===== src/rtl/pcx_pkg.sv =====
`timescale 1ns / 1ps
// shared types, codes and constants of the pcx run-length decoder
// no dependencies; every other file of the block imports this package
package pcx_pkg;

	// default image bounds
	localparam int unsigned DEF_MAX_WIDTH  = 640;
	localparam int unsigned DEF_MAX_HEIGHT = 480;

	// field widths
	localparam int unsigned BYTE_W  = 8;
	localparam int unsigned KIND_W  = 2;
	localparam int unsigned INDEX_W = 19;
	localparam int unsigned COL_W   = 10;
	localparam int unsigned ROW_W   = 9;
	localparam int unsigned HCNT_W  = 7;
	localparam int unsigned RUN_W   = 6;
	localparam int unsigned PHASE_W = 2;

	typedef logic [KIND_W-1:0]  kind_t;
	typedef logic [INDEX_W-1:0] index_t;
	typedef logic [COL_W-1:0]   col_t;
	typedef logic [ROW_W-1:0]   row_t;
	typedef logic [HCNT_W-1:0]  hcnt_t;
	typedef logic [RUN_W-1:0]   run_t;
	typedef logic [PHASE_W-1:0] phase_t;

	// result kinds
	localparam kind_t KIND_PIXEL  = 2'd0;
	localparam kind_t KIND_REJECT = 2'd1;
	localparam kind_t KIND_TRUNC  = 2'd2;

	// parse phases
	localparam phase_t PH_HEADER = 2'd0;
	localparam phase_t PH_DATA   = 2'd1;
	localparam phase_t PH_DONE   = 2'd2;

	// header byte positions
	localparam hcnt_t HDR_MANUF    = 7'd0;
	localparam hcnt_t HDR_VERSION  = 7'd1;
	localparam hcnt_t HDR_ENCODING = 7'd2;
	localparam hcnt_t HDR_BPP      = 7'd3;
	localparam hcnt_t HDR_XMAX_LO  = 7'd8;
	localparam hcnt_t HDR_XMAX_HI  = 7'd9;
	localparam hcnt_t HDR_YMAX_LO  = 7'd10;
	localparam hcnt_t HDR_YMAX_HI  = 7'd11;
	localparam hcnt_t HDR_LAST     = 7'd127;

	// expected header values
	localparam logic [BYTE_W-1:0] MANUF_VAL    = 8'h0A;
	localparam logic [BYTE_W-1:0] VERSION_VAL  = 8'd5;
	localparam logic [BYTE_W-1:0] ENCODING_VAL = 8'd1;
	localparam logic [BYTE_W-1:0] BPP_VAL      = 8'd8;

	// run byte marker
	localparam logic [1:0] RUN_MARK = 2'b11;

	// controller to datapath
	typedef struct packed {
		logic accept;
		logic step;
	} dp_cmd_t;

	// datapath to controller
	typedef struct packed {
		logic slot_free;
		logic will_work;
		logic work_pending;
		logic last_step;
	} dp_status_t;

endpackage


===== src/rtl/pcx_in_if.sv =====
`timescale 1ns / 1ps
// byte channel of the pcx decoder: valid/ready with one file byte per beat
// depends on pcx_pkg
interface pcx_in_if;
	import pcx_pkg::*;

	logic              valid;
	logic              ready;
	logic [BYTE_W-1:0] data_byte;
	logic              file_start;
	logic              file_end;

	modport source (output valid, data_byte, file_start, file_end, input ready);
	modport sink (input valid, data_byte, file_start, file_end, output ready);
endinterface


===== src/rtl/pcx_out_if.sv =====
`timescale 1ns / 1ps
// result channel of the pcx decoder: valid/ready with one pixel or status per beat
// depends on pcx_pkg
interface pcx_out_if;
	import pcx_pkg::*;

	logic              valid;
	logic              ready;
	kind_t             kind;
	index_t            pixel_index;
	logic [BYTE_W-1:0] pixel_value;
	col_t              image_width;
	row_t              image_height;
	logic              final_res;

	modport source (output valid, kind, pixel_index, pixel_value, image_width,
		image_height, final_res, input ready);
	modport sink (input valid, kind, pixel_index, pixel_value, image_width,
		image_height, final_res, output ready);
endinterface


===== src/rtl/pcx_dp.sv =====
`timescale 1ns / 1ps
// pcx datapath: header parse, run state, pixel position and the result register
// depends on pcx_pkg; driven by pcx_ctrl through dp_cmd_t / dp_status_t
module pcx_dp #(
	parameter int unsigned MAX_WIDTH  = pcx_pkg::DEF_MAX_WIDTH,
	parameter int unsigned MAX_HEIGHT = pcx_pkg::DEF_MAX_HEIGHT
) (
	input  logic                      clk,
	input  logic                      arst_n,
	input  logic [pcx_pkg::BYTE_W-1:0] data_byte,
	input  logic                      file_start,
	input  logic                      file_end,
	input  pcx_pkg::dp_cmd_t          cmd,
	output pcx_pkg::dp_status_t       status,
	input  logic                      out_ready,
	output logic                      out_valid,
	output pcx_pkg::kind_t            kind,
	output pcx_pkg::index_t           pixel_index,
	output logic [pcx_pkg::BYTE_W-1:0] pixel_value,
	output pcx_pkg::col_t             image_width,
	output pcx_pkg::row_t             image_height,
	output logic                      final_res
);
	import pcx_pkg::*;

	// parse state
	hcnt_t  header_count_q, hc_n;
	phase_t phase_q, ph_n;
	col_t   last_column_q, lc_n;
	row_t   last_row_q, lr_n;
	logic   header_bad_q, bad_n;
	logic   run_armed_q, armed_n;
	run_t   run_count_q, cnt_n;
	col_t   cur_column_q, col_n;
	row_t   cur_row_q, row_n;
	index_t linear_index_q, lin_n;
	run_t   run_left_q, left_n;
	logic [BYTE_W-1:0] run_val_q, val_n;
	logic   fe_pend_q, fe_n;

	// result register
	logic   out_valid_q;
	kind_t  kind_q;
	index_t index_q;
	logic [BYTE_W-1:0] value_q;
	col_t   width_q;
	row_t   height_q;
	logic   final_q;

	// values after a file start clears parsing
	hcnt_t  eff_hc;
	phase_t eff_ph;
	col_t   eff_lc;
	row_t   eff_lr;
	logic   eff_bad;
	logic   eff_armed;

	// result to load
	logic   ld;
	kind_t  o_kind;
	index_t o_index;
	logic [BYTE_W-1:0] o_value;
	col_t   o_width;
	row_t   o_height;
	logic   o_final;

	logic   mismatch;
	logic [15:0] full_x, full_y;
	logic   last_col, img_done;

	assign full_x   = {data_byte, eff_lc[7:0]};
	assign full_y   = {data_byte, eff_lr[7:0]};
	assign last_col = (cur_column_q == last_column_q);
	assign img_done = last_col && (cur_row_q == last_row_q);

	// file start restarts parsing
	always_comb begin
		if (file_start) begin
			eff_hc    = '0;
			eff_ph    = PH_HEADER;
			eff_lc    = '0;
			eff_lr    = '0;
			eff_bad   = 1'b0;
			eff_armed = 1'b0;
		end else begin
			eff_hc    = header_count_q;
			eff_ph    = phase_q;
			eff_lc    = last_column_q;
			eff_lr    = last_row_q;
			eff_bad   = header_bad_q;
			eff_armed = run_armed_q;
		end
	end

	// header field check
	always_comb begin
		unique case (eff_hc)
			HDR_MANUF:    mismatch = (data_byte != MANUF_VAL);
			HDR_VERSION:  mismatch = (data_byte != VERSION_VAL);
			HDR_ENCODING: mismatch = (data_byte != ENCODING_VAL);
			HDR_BPP:      mismatch = (data_byte != BPP_VAL);
			HDR_XMAX_HI:  mismatch = (full_x >= 16'(MAX_WIDTH));
			HDR_YMAX_HI:  mismatch = (full_y >= 16'(MAX_HEIGHT));
			default:      mismatch = 1'b0;
		endcase
	end

	// next state and result
	always_comb begin
		hc_n    = header_count_q;
		ph_n    = phase_q;
		lc_n    = last_column_q;
		lr_n    = last_row_q;
		bad_n   = header_bad_q;
		armed_n = run_armed_q;
		cnt_n   = run_count_q;
		col_n   = cur_column_q;
		row_n   = cur_row_q;
		lin_n   = linear_index_q;
		left_n  = run_left_q;
		val_n   = run_val_q;
		fe_n    = fe_pend_q;
		ld       = 1'b0;
		o_kind   = KIND_PIXEL;
		o_index  = '0;
		o_value  = '0;
		o_width  = '0;
		o_height = '0;
		o_final  = 1'b0;
		if (cmd.accept) begin
			hc_n    = eff_hc;
			ph_n    = eff_ph;
			lc_n    = eff_lc;
			lr_n    = eff_lr;
			bad_n   = eff_bad | ((eff_ph == PH_HEADER) & mismatch);
			armed_n = eff_armed;
			left_n  = '0;
			fe_n    = 1'b0;
			unique case (eff_ph)
				PH_HEADER: begin
					if (eff_hc == HDR_XMAX_LO) lc_n = {2'b00, data_byte};
					if (eff_hc == HDR_XMAX_HI) lc_n = full_x[COL_W-1:0];
					if (eff_hc == HDR_YMAX_LO) lr_n = {1'b0, data_byte};
					if (eff_hc == HDR_YMAX_HI) lr_n = full_y[ROW_W-1:0];
					if (eff_hc == HDR_LAST) begin
						if (bad_n) begin
							ld      = 1'b1;
							o_kind  = KIND_REJECT;
							o_final = 1'b1;
							ph_n    = PH_DONE;
						end else begin
							ph_n    = PH_DATA;
							col_n   = '0;
							row_n   = '0;
							lin_n   = '0;
							armed_n = 1'b0;
							cnt_n   = '0;
							if (file_end) begin
								ld       = 1'b1;
								o_kind   = KIND_TRUNC;
								o_width  = eff_lc + 1'b1;
								o_height = eff_lr + 1'b1;
								o_final  = 1'b1;
								ph_n     = PH_DONE;
							end
						end
					end else begin
						hc_n = eff_hc + 1'b1;
						if (file_end) begin
							ld      = 1'b1;
							o_kind  = KIND_REJECT;
							o_final = 1'b1;
							ph_n    = PH_DONE;
						end
					end
				end
				PH_DATA: begin
					fe_n = file_end;
					if (eff_armed) begin
						armed_n = 1'b0;
						left_n  = run_count_q;
						val_n   = data_byte;
					end else if (data_byte[7:6] == RUN_MARK) begin
						armed_n = 1'b1;
						cnt_n   = data_byte[RUN_W-1:0];
					end else begin
						left_n = run_t'(1);
						val_n  = data_byte;
					end
				end
				default: ;
			endcase
		end else if (cmd.step) begin
			ld       = 1'b1;
			o_index  = linear_index_q;
			o_width  = last_column_q + 1'b1;
			o_height = last_row_q + 1'b1;
			if (run_left_q != '0) begin
				// one pixel of the run
				o_kind  = KIND_PIXEL;
				o_value = run_val_q;
				o_final = img_done;
				lin_n   = linear_index_q + 1'b1;
				if (img_done) begin
					ph_n = PH_DONE;
				end else if (last_col) begin
					col_n  = '0;
					row_n  = cur_row_q + 1'b1;
					left_n = '0;
				end else begin
					col_n  = cur_column_q + 1'b1;
					left_n = run_left_q - 1'b1;
				end
			end else begin
				// file ended early
				o_kind  = KIND_TRUNC;
				o_final = 1'b1;
				ph_n    = PH_DONE;
				fe_n    = 1'b0;
			end
		end
	end

	// status to the controller
	always_comb begin
		status.slot_free    = !out_valid_q || out_ready;
		status.will_work    = !file_start && (phase_q == PH_DATA) &&
			(file_end || (run_armed_q ? (run_count_q != '0) : (data_byte[7:6] != RUN_MARK)));
		status.work_pending = (phase_q == PH_DATA) && ((run_left_q != '0) || fe_pend_q);
		status.last_step    = (run_left_q == '0) || img_done ||
			(((run_left_q == run_t'(1)) || last_col) && !fe_pend_q);
	end

	// parse state registers
	always_ff @(posedge clk or negedge arst_n) begin
		if (!arst_n) begin
			header_count_q <= '0;
			phase_q        <= PH_HEADER;
			last_column_q  <= '0;
			last_row_q     <= '0;
			header_bad_q   <= 1'b0;
			run_armed_q    <= 1'b0;
			run_count_q    <= '0;
			cur_column_q   <= '0;
			cur_row_q      <= '0;
			linear_index_q <= '0;
			run_left_q     <= '0;
			fe_pend_q      <= 1'b0;
			out_valid_q    <= 1'b0;
		end else begin
			header_count_q <= hc_n;
			phase_q        <= ph_n;
			last_column_q  <= lc_n;
			last_row_q     <= lr_n;
			header_bad_q   <= bad_n;
			run_armed_q    <= armed_n;
			run_count_q    <= cnt_n;
			cur_column_q   <= col_n;
			cur_row_q      <= row_n;
			linear_index_q <= lin_n;
			run_left_q     <= left_n;
			fe_pend_q      <= fe_n;
			if (ld) out_valid_q <= 1'b1;
			else if (out_ready) out_valid_q <= 1'b0;
		end
	end

	// result payload and run value
	always_ff @(posedge clk) begin
		run_val_q <= val_n;
		if (ld) begin
			kind_q   <= o_kind;
			index_q  <= o_index;
			value_q  <= o_value;
			width_q  <= o_width;
			height_q <= o_height;
			final_q  <= o_final;
		end
	end

	assign out_valid    = out_valid_q;
	assign kind         = kind_q;
	assign pixel_index  = index_q;
	assign pixel_value  = value_q;
	assign image_width  = width_q;
	assign image_height = height_q;
	assign final_res    = final_q;
endmodule


===== src/rtl/pcx_ctrl.sv =====
`timescale 1ns / 1ps
// pcx controller: takes bytes while idle, then steps the datapath once per result
// depends on pcx_pkg
module pcx_ctrl (
	input  logic                clk,
	input  logic                arst_n,
	input  logic                in_valid,
	input  pcx_pkg::dp_status_t status,
	output logic                ready,
	output pcx_pkg::dp_cmd_t    cmd
);
	import pcx_pkg::*;

	localparam logic ST_IDLE = 1'b0;
	localparam logic ST_EMIT = 1'b1;

	logic state_q, state_n;

	// handshake and commands
	assign ready      = (state_q == ST_IDLE) && status.slot_free;
	assign cmd.accept = in_valid && ready;
	assign cmd.step   = (state_q == ST_EMIT) && status.slot_free && status.work_pending;

	// next state
	always_comb begin
		state_n = state_q;
		unique case (state_q)
			ST_IDLE: if (cmd.accept && status.will_work) state_n = ST_EMIT;
			ST_EMIT: begin
				if (!status.work_pending || (cmd.step && status.last_step)) state_n = ST_IDLE;
			end
			default: state_n = ST_IDLE;
		endcase
	end

	always_ff @(posedge clk or negedge arst_n) begin
		if (!arst_n) state_q <= ST_IDLE;
		else state_q <= state_n;
	end
endmodule


===== src/rtl/pcx_rle_decoder_unit.sv =====
`timescale 1ns / 1ps
// pcx 8bpp run-length decoder, one file byte per beat in, one result per beat out
// output: each result is registered and is at the output in the cycle after the beat or step that makes it
// throughput: a data byte's run expands one pixel per cycle while the result channel is ready,
// through the single result register; no new file byte is taken until the run is through
// reset: asynchronous, clears the parse state except the run value; parsing restarts at header byte 0
// depends on pcx_pkg, pcx_in_if, pcx_out_if, pcx_ctrl, pcx_dp
module pcx_rle_decoder_unit #(
	parameter int unsigned MAX_WIDTH  = pcx_pkg::DEF_MAX_WIDTH,
	parameter int unsigned MAX_HEIGHT = pcx_pkg::DEF_MAX_HEIGHT
) (
	input logic      clk,
	input logic      arst_n,
	pcx_in_if.sink   file_bytes,
	pcx_out_if.source results
);
	import pcx_pkg::*;

	dp_cmd_t    cmd;
	dp_status_t status;

	// controller
	pcx_ctrl u_ctrl (
		.clk      (clk),
		.arst_n   (arst_n),
		.in_valid (file_bytes.valid),
		.status   (status),
		.ready    (file_bytes.ready),
		.cmd      (cmd)
	);

	// datapath
	pcx_dp #(
		.MAX_WIDTH  (MAX_WIDTH),
		.MAX_HEIGHT (MAX_HEIGHT)
	) u_dp (
		.clk          (clk),
		.arst_n       (arst_n),
		.data_byte    (file_bytes.data_byte),
		.file_start   (file_bytes.file_start),
		.file_end     (file_bytes.file_end),
		.cmd          (cmd),
		.status       (status),
		.out_ready    (results.ready),
		.out_valid    (results.valid),
		.kind         (results.kind),
		.pixel_index  (results.pixel_index),
		.pixel_value  (results.pixel_value),
		.image_width  (results.image_width),
		.image_height (results.image_height),
		.final_res    (results.final_res)
	);
endmodule

===== src/flat_wrapper.sv =====
// flat-port wrapper written by rule: the top's interface ports become plain ports
module pcx_rle_decoder_unit_flat import pcx_pkg::*;
#(
	parameter int unsigned MAX_WIDTH  = pcx_pkg::DEF_MAX_WIDTH,
	parameter int unsigned MAX_HEIGHT = pcx_pkg::DEF_MAX_HEIGHT
)
  (clk, arst_n, file_bytes_valid, file_bytes_data_byte, file_bytes_file_start, file_bytes_file_end, file_bytes_ready, results_valid, results_kind, results_pixel_index, results_pixel_value, results_image_width, results_image_height, results_final_res, results_ready);
  pcx_in_if file_bytes_i ();
  pcx_out_if results_i ();
  input logic clk;
  input logic arst_n;
  input wire logic [$bits(file_bytes_i.valid)-1:0] file_bytes_valid;
  input wire logic [$bits(file_bytes_i.data_byte)-1:0] file_bytes_data_byte;
  input wire logic [$bits(file_bytes_i.file_start)-1:0] file_bytes_file_start;
  input wire logic [$bits(file_bytes_i.file_end)-1:0] file_bytes_file_end;
  output wire logic [$bits(file_bytes_i.ready)-1:0] file_bytes_ready;
  output wire logic [$bits(results_i.valid)-1:0] results_valid;
  output wire logic [$bits(results_i.kind)-1:0] results_kind;
  output wire logic [$bits(results_i.pixel_index)-1:0] results_pixel_index;
  output wire logic [$bits(results_i.pixel_value)-1:0] results_pixel_value;
  output wire logic [$bits(results_i.image_width)-1:0] results_image_width;
  output wire logic [$bits(results_i.image_height)-1:0] results_image_height;
  output wire logic [$bits(results_i.final_res)-1:0] results_final_res;
  input wire logic [$bits(results_i.ready)-1:0] results_ready;
  assign file_bytes_i.valid = file_bytes_valid;
  assign file_bytes_i.data_byte = file_bytes_data_byte;
  assign file_bytes_i.file_start = file_bytes_file_start;
  assign file_bytes_i.file_end = file_bytes_file_end;
  assign file_bytes_ready = file_bytes_i.ready;
  assign results_valid = results_i.valid;
  assign results_kind = results_i.kind;
  assign results_pixel_index = results_i.pixel_index;
  assign results_pixel_value = results_i.pixel_value;
  assign results_image_width = results_i.image_width;
  assign results_image_height = results_i.image_height;
  assign results_final_res = results_i.final_res;
  assign results_i.ready = results_ready;
  pcx_rle_decoder_unit #(.MAX_WIDTH(MAX_WIDTH), .MAX_HEIGHT(MAX_HEIGHT)) u_core (.clk(clk), .arst_n(arst_n), .file_bytes(file_bytes_i), .results(results_i));
endmodule

===== config.mk =====
export PLATFORM = sky130hd
export DESIGN_NAME = pcx_rle_decoder_unit_flat
export DESIGN_NICKNAME = d
export VERILOG_FILES = /design/src/rtl/pcx_pkg.sv /design/src/rtl/pcx_in_if.sv /design/src/rtl/pcx_out_if.sv /design/src/rtl/pcx_dp.sv /design/src/rtl/pcx_ctrl.sv /design/src/rtl/pcx_rle_decoder_unit.sv /design/src/flat_wrapper.sv
export SDC_FILE = /design/constraint.sdc
export NUM_CORES = 1
export LEC_CHECK = 0
export BUFFER_PORTS_ARGS = -buffer_cell sky130_fd_sc_hd__buf_2
export CAP_MARGIN = 10
export CORE_MARGIN = 3
export CORE_UTILIZATION = 50
export CTS_CLUSTER_SIZE = 10
export DETAILED_ROUTE_END_ITERATION = 6
export HOLD_SLACK_MARGIN = 0.1
export PLACE_DENSITY = 0.77
export SLEW_MARGIN = 30
export SYNTH_ARGS = -nofsm -noshare
export SYNTH_HDL_FRONTEND = slang
export SYNTH_SLANG_ARGS = --single-unit

===== constraint.sdc =====
create_clock -name clk -period 5.7 [get_ports clk]
set_input_delay 0.57 -clock clk [delete_from_list [all_inputs] [get_ports clk]]
set_output_delay 0.57 -clock clk [all_outputs]
set_load 0.05 [all_outputs]

==> impl_metrics.yaml <==
placed_design:
  io_buffers: 64
  gp_congestion: 0.938
  dpl_cell_area_um2: 7530
  place_hpwl_um: 12000
pwr:
  p_leak_nw: 3.35
  ir_drop_uv: 174
  pwr_density_cell_nw_per_um2: 317
sta:
  rsz0062_at_grt: "no"
  tightest_slew_ns: 0.879
  finalSetupViolCount: 0
  finalMaxSlewViolations: 0
  finalHoldViolations: 0
  finalCritPeriodShare: 0.497
  layout_min_cycle_time_ns: 2.83
  finClkSkew_ns: 0.00935
  slew-limit-headroom: 0.414
  fin_tns_setup_ns: 0
  max_freq_mhz: 353
floorplanning:
  start_util: 0.523
  io_pins: 65
  dieArea_um2: 15600
  die-height_um: 125
  core_area_um2: 13600
  rows: 42
  die_width_um: 125
detailed_routing:
  firstDrtPassIters: 5
  ant_nets: 0
  via_per_inst: 6.12
  routedWlPerCell_um: 18.7
  num_vias: 5627
  drtIter0Drc: 576
  drc: 0
  drt-total-wl_um: 17200
critical_path:
  path_max_fanout: 22
  path_class: "register to register"
  rr_worst_depth: 7
  r2r_end: "u_core.u_dp.cur_row_q[6]"
  cp.arrival_ns: 3.18
  r2r_start: "u_core.u_dp.run_left_q[0]"
  critPathCaptureType: "register"
  startpoint_type: "register"
  ff2ff_setup_slack_ns: 2.87
  critical_path_required_ns: 6.05
yosys:
  synth_seq_area_share: 0.535
  synth_nets: 704
  synth.distinct_cells: 63
  synth_edf_count: 57
  ys_seq_elements: 140
  syn_area_um2: 7090
  yosys_warnings: 0
  synth_top_cell_by_area: "dfrtp_1"
  synthFlopType: "dfrtp_1"
  synth_cells: 678
  yosys-top-cells-area: "dfrtp_1 (29%), edfxtp_1 (24%), nor2_1 (3.6%)"
  avgSynthCellArea_um2: 10.5
  yosysTopAreaCellShare: 0.293
  ys_async_sr_fraction: 0.593
finish:
  antenna_cells: 0
  syn2layout_area_growth_pct: 15.1
  nNetsFinal: 756
  post-route-cell-area_um2: 8160
  multi_input_area_um2: 3100
  seq_area_um2: 3790
  fill_cells: 1106
  drive_gt1_frac: 0.157
outcome:
  status: "finished, final reports clean"
clock_network:
  cts_hold_buffers: 1
  post_cts_resized: 0
  cts_buffer_depth: 2
  root_buffer: "clkbuf_16"
  cts_max_level: 4
  cts_setup_buffers: 0
  cts_tree: "done"
  cts_sinks: 140
  cts_buffers: 17
  path_clk_slew_ns: 0.06
  clk_latency_ns: 0.42
hold_path:
  hp-start: "file_bytes_data_byte[7]"
  min_path_cells: 1
  holdPathEnd: "u_core.u_dp.run_val_q[7]"
  holdCritPathClass: "input pin to register"
global_route:
  gr-total-overflow: 0
  grt_pass1_wl_um: 28800
  grt.total_usage: 0.229
  grt_antenna_before_repair: 0
  grt_start_max_net_pins: 52
  first_global_vias: 5525
flow_run:
  max-cap-violations: 0
-- placed cells by master, fill, tap and decap left out, types with 9 or more instances in the layout --
cell type	instances
dfrtp_1	83
nor2_1	68
buf_2	63
edfxtp_1	57
nand2_1	49
o21ai_0	42
and2_1	30
xnor2_1	28
inv_1	21
a21oi_1	21
a22o_1	21
nand3_1	18
xor2_1	18
clkbuf_16	17
and3_1	16
nand4_1	15
nor4_1	12
ha_1	12
a31oi_1	10
nor3_1	9
-- worst max-delay path, stage by stage, from the launching register on --
cell	delay, ns
dfrtp_1	0.38
inv_1	0.09
ha_1	0.26
a211oi_4	0.73
a21oi_4	0.25
nand3b_4	0.32
or4_1	0.55
a21oi_1	0.16
-- synthesized netlist by cell type (all sizes together), types with 4 or more instances --
| library cell | instances |
|---|---|
| a211oi | 4 |
| a21oi | 22 |
| a22o | 21 |
| a22oi | 5 |
| a31oi | 10 |
| a32o | 8 |
| and2 | 30 |
| and3 | 16 |
| buf | 12 |
| clkbuf | 25 |
| dfrtp | 83 |
| edfxtp | 57 |
| ha | 12 |
| inv | 21 |
| mux2i | 4 |
| nand2 | 50 |
| nand2b | 4 |
| nand3 | 18 |
| nand4 | 15 |
| nor2 | 68 |
| nor2b | 5 |
| nor3 | 12 |
| nor4 | 13 |
| nor4b | 4 |
| o21ai | 44 |
| o22ai | 8 |
| o31ai | 6 |
| or3 | 7 |
| or4 | 6 |
| xnor2 | 28 |
| xor2 | 18 |
-- logic make-up (layout without fill, tap and decap cells) --
family,count (synthesis),count (layout),share of synthesized area
AOI/OAI and AO/OA,157,157,0.154
xor gates and xnor gates,46,46,0.0568
adders and majority gates,12,12,0.0212
buffers and inverters,58,123,0.0327
DFF,140,140,0.535
muxes,6,6,0.00883
and+or+nand+nor,259,259,0.192
-- routing by layer --
layer	wire [µm]	vias to the layer above	global-route usage
li1	-	2592	-
met1	7260	2722	0.305
met2	8030	265	0.348
met3	1430	48	0.0627
met4	474	0	0.108
met5	0	-	0
-- metrics by stage --
stage / hold WS [ns] / util / std cells / power [W] / setup slack [ns]
after floorplan: 0.274 / - / 678 / 0.00140 / 2.66
after global placement: 0.486 / 0.555 / 886 / 0.00148 / 2.58
after detailed placement: 0.493 / 0.556 / 886 / 0.00149 / 2.38
after CTS: 0.422 / 0.601 / 919 / 0.00260 / 2.70
after global routing: 0.420 / 0.602 / 919 / 0.00270 / 2.68
final: 0.440 / 0.602 / 919 / 0.00259 / 2.87
-- registers in the layout (all words and copies together), names as in the netlist, 9 cells and up --
register / cells
u_core.u_dp.cur_column_q: 10
u_core.u_dp.cur_row_q: 9
u_core.u_dp.image_height: 9
u_core.u_dp.image_width: 10
u_core.u_dp.last_column_q: 10
u_core.u_dp.last_row_q: 9
u_core.u_dp.linear_index_q: 19
u_core.u_dp.pixel_index: 19
-- how the worst max path moves through the flow --
stage,slack (ns),startpoint,endpoint
floorplan,2.66,file_bytes_file_start,u_core.u_dp.final_res
global placement,2.58,file_bytes_file_start,u_core.u_dp.image_width[5]
detailed placement,2.38,file_bytes_file_start,u_core.u_dp.image_width[0]
CTS,2.70,u_core.u_dp.header_count_q[1],u_core.u_dp.image_width[0]
global route,2.68,u_core.u_dp.run_left_q[0],u_core.u_dp.cur_row_q[7]
finish,2.87,u_core.u_dp.run_left_q[0],u_core.u_dp.cur_row_q[6]
-- layout make-up --
type / instances / area share
inverter: 21 / 0.00966
tap: 176 / 0.0270
clock buffer: 18 / 0.0526
timing repair buffer: 70 / 0.0454
sequential: 140 / 0.464
clock inverter: 14 / 0.0209
multi-input combinational: 480 / 0.380
-- report_power, final --
| group | internal [W] | total, W | leakage (nW) | switching (W) |
|---|---|---|---|---|
| logic | 0.000100 | 0.000304 | 1.46 | 0.000204 |
| registers | 0.00110 | 0.00117 | 1.60 | 0.0000734 |
| clock network | 0.000689 | 0.00111 | 0.283 | 0.000425 |
| total | 0.00189 | 0.00259 | 3.35 | 0.000702 |
(Power assumes the default switching activity.)
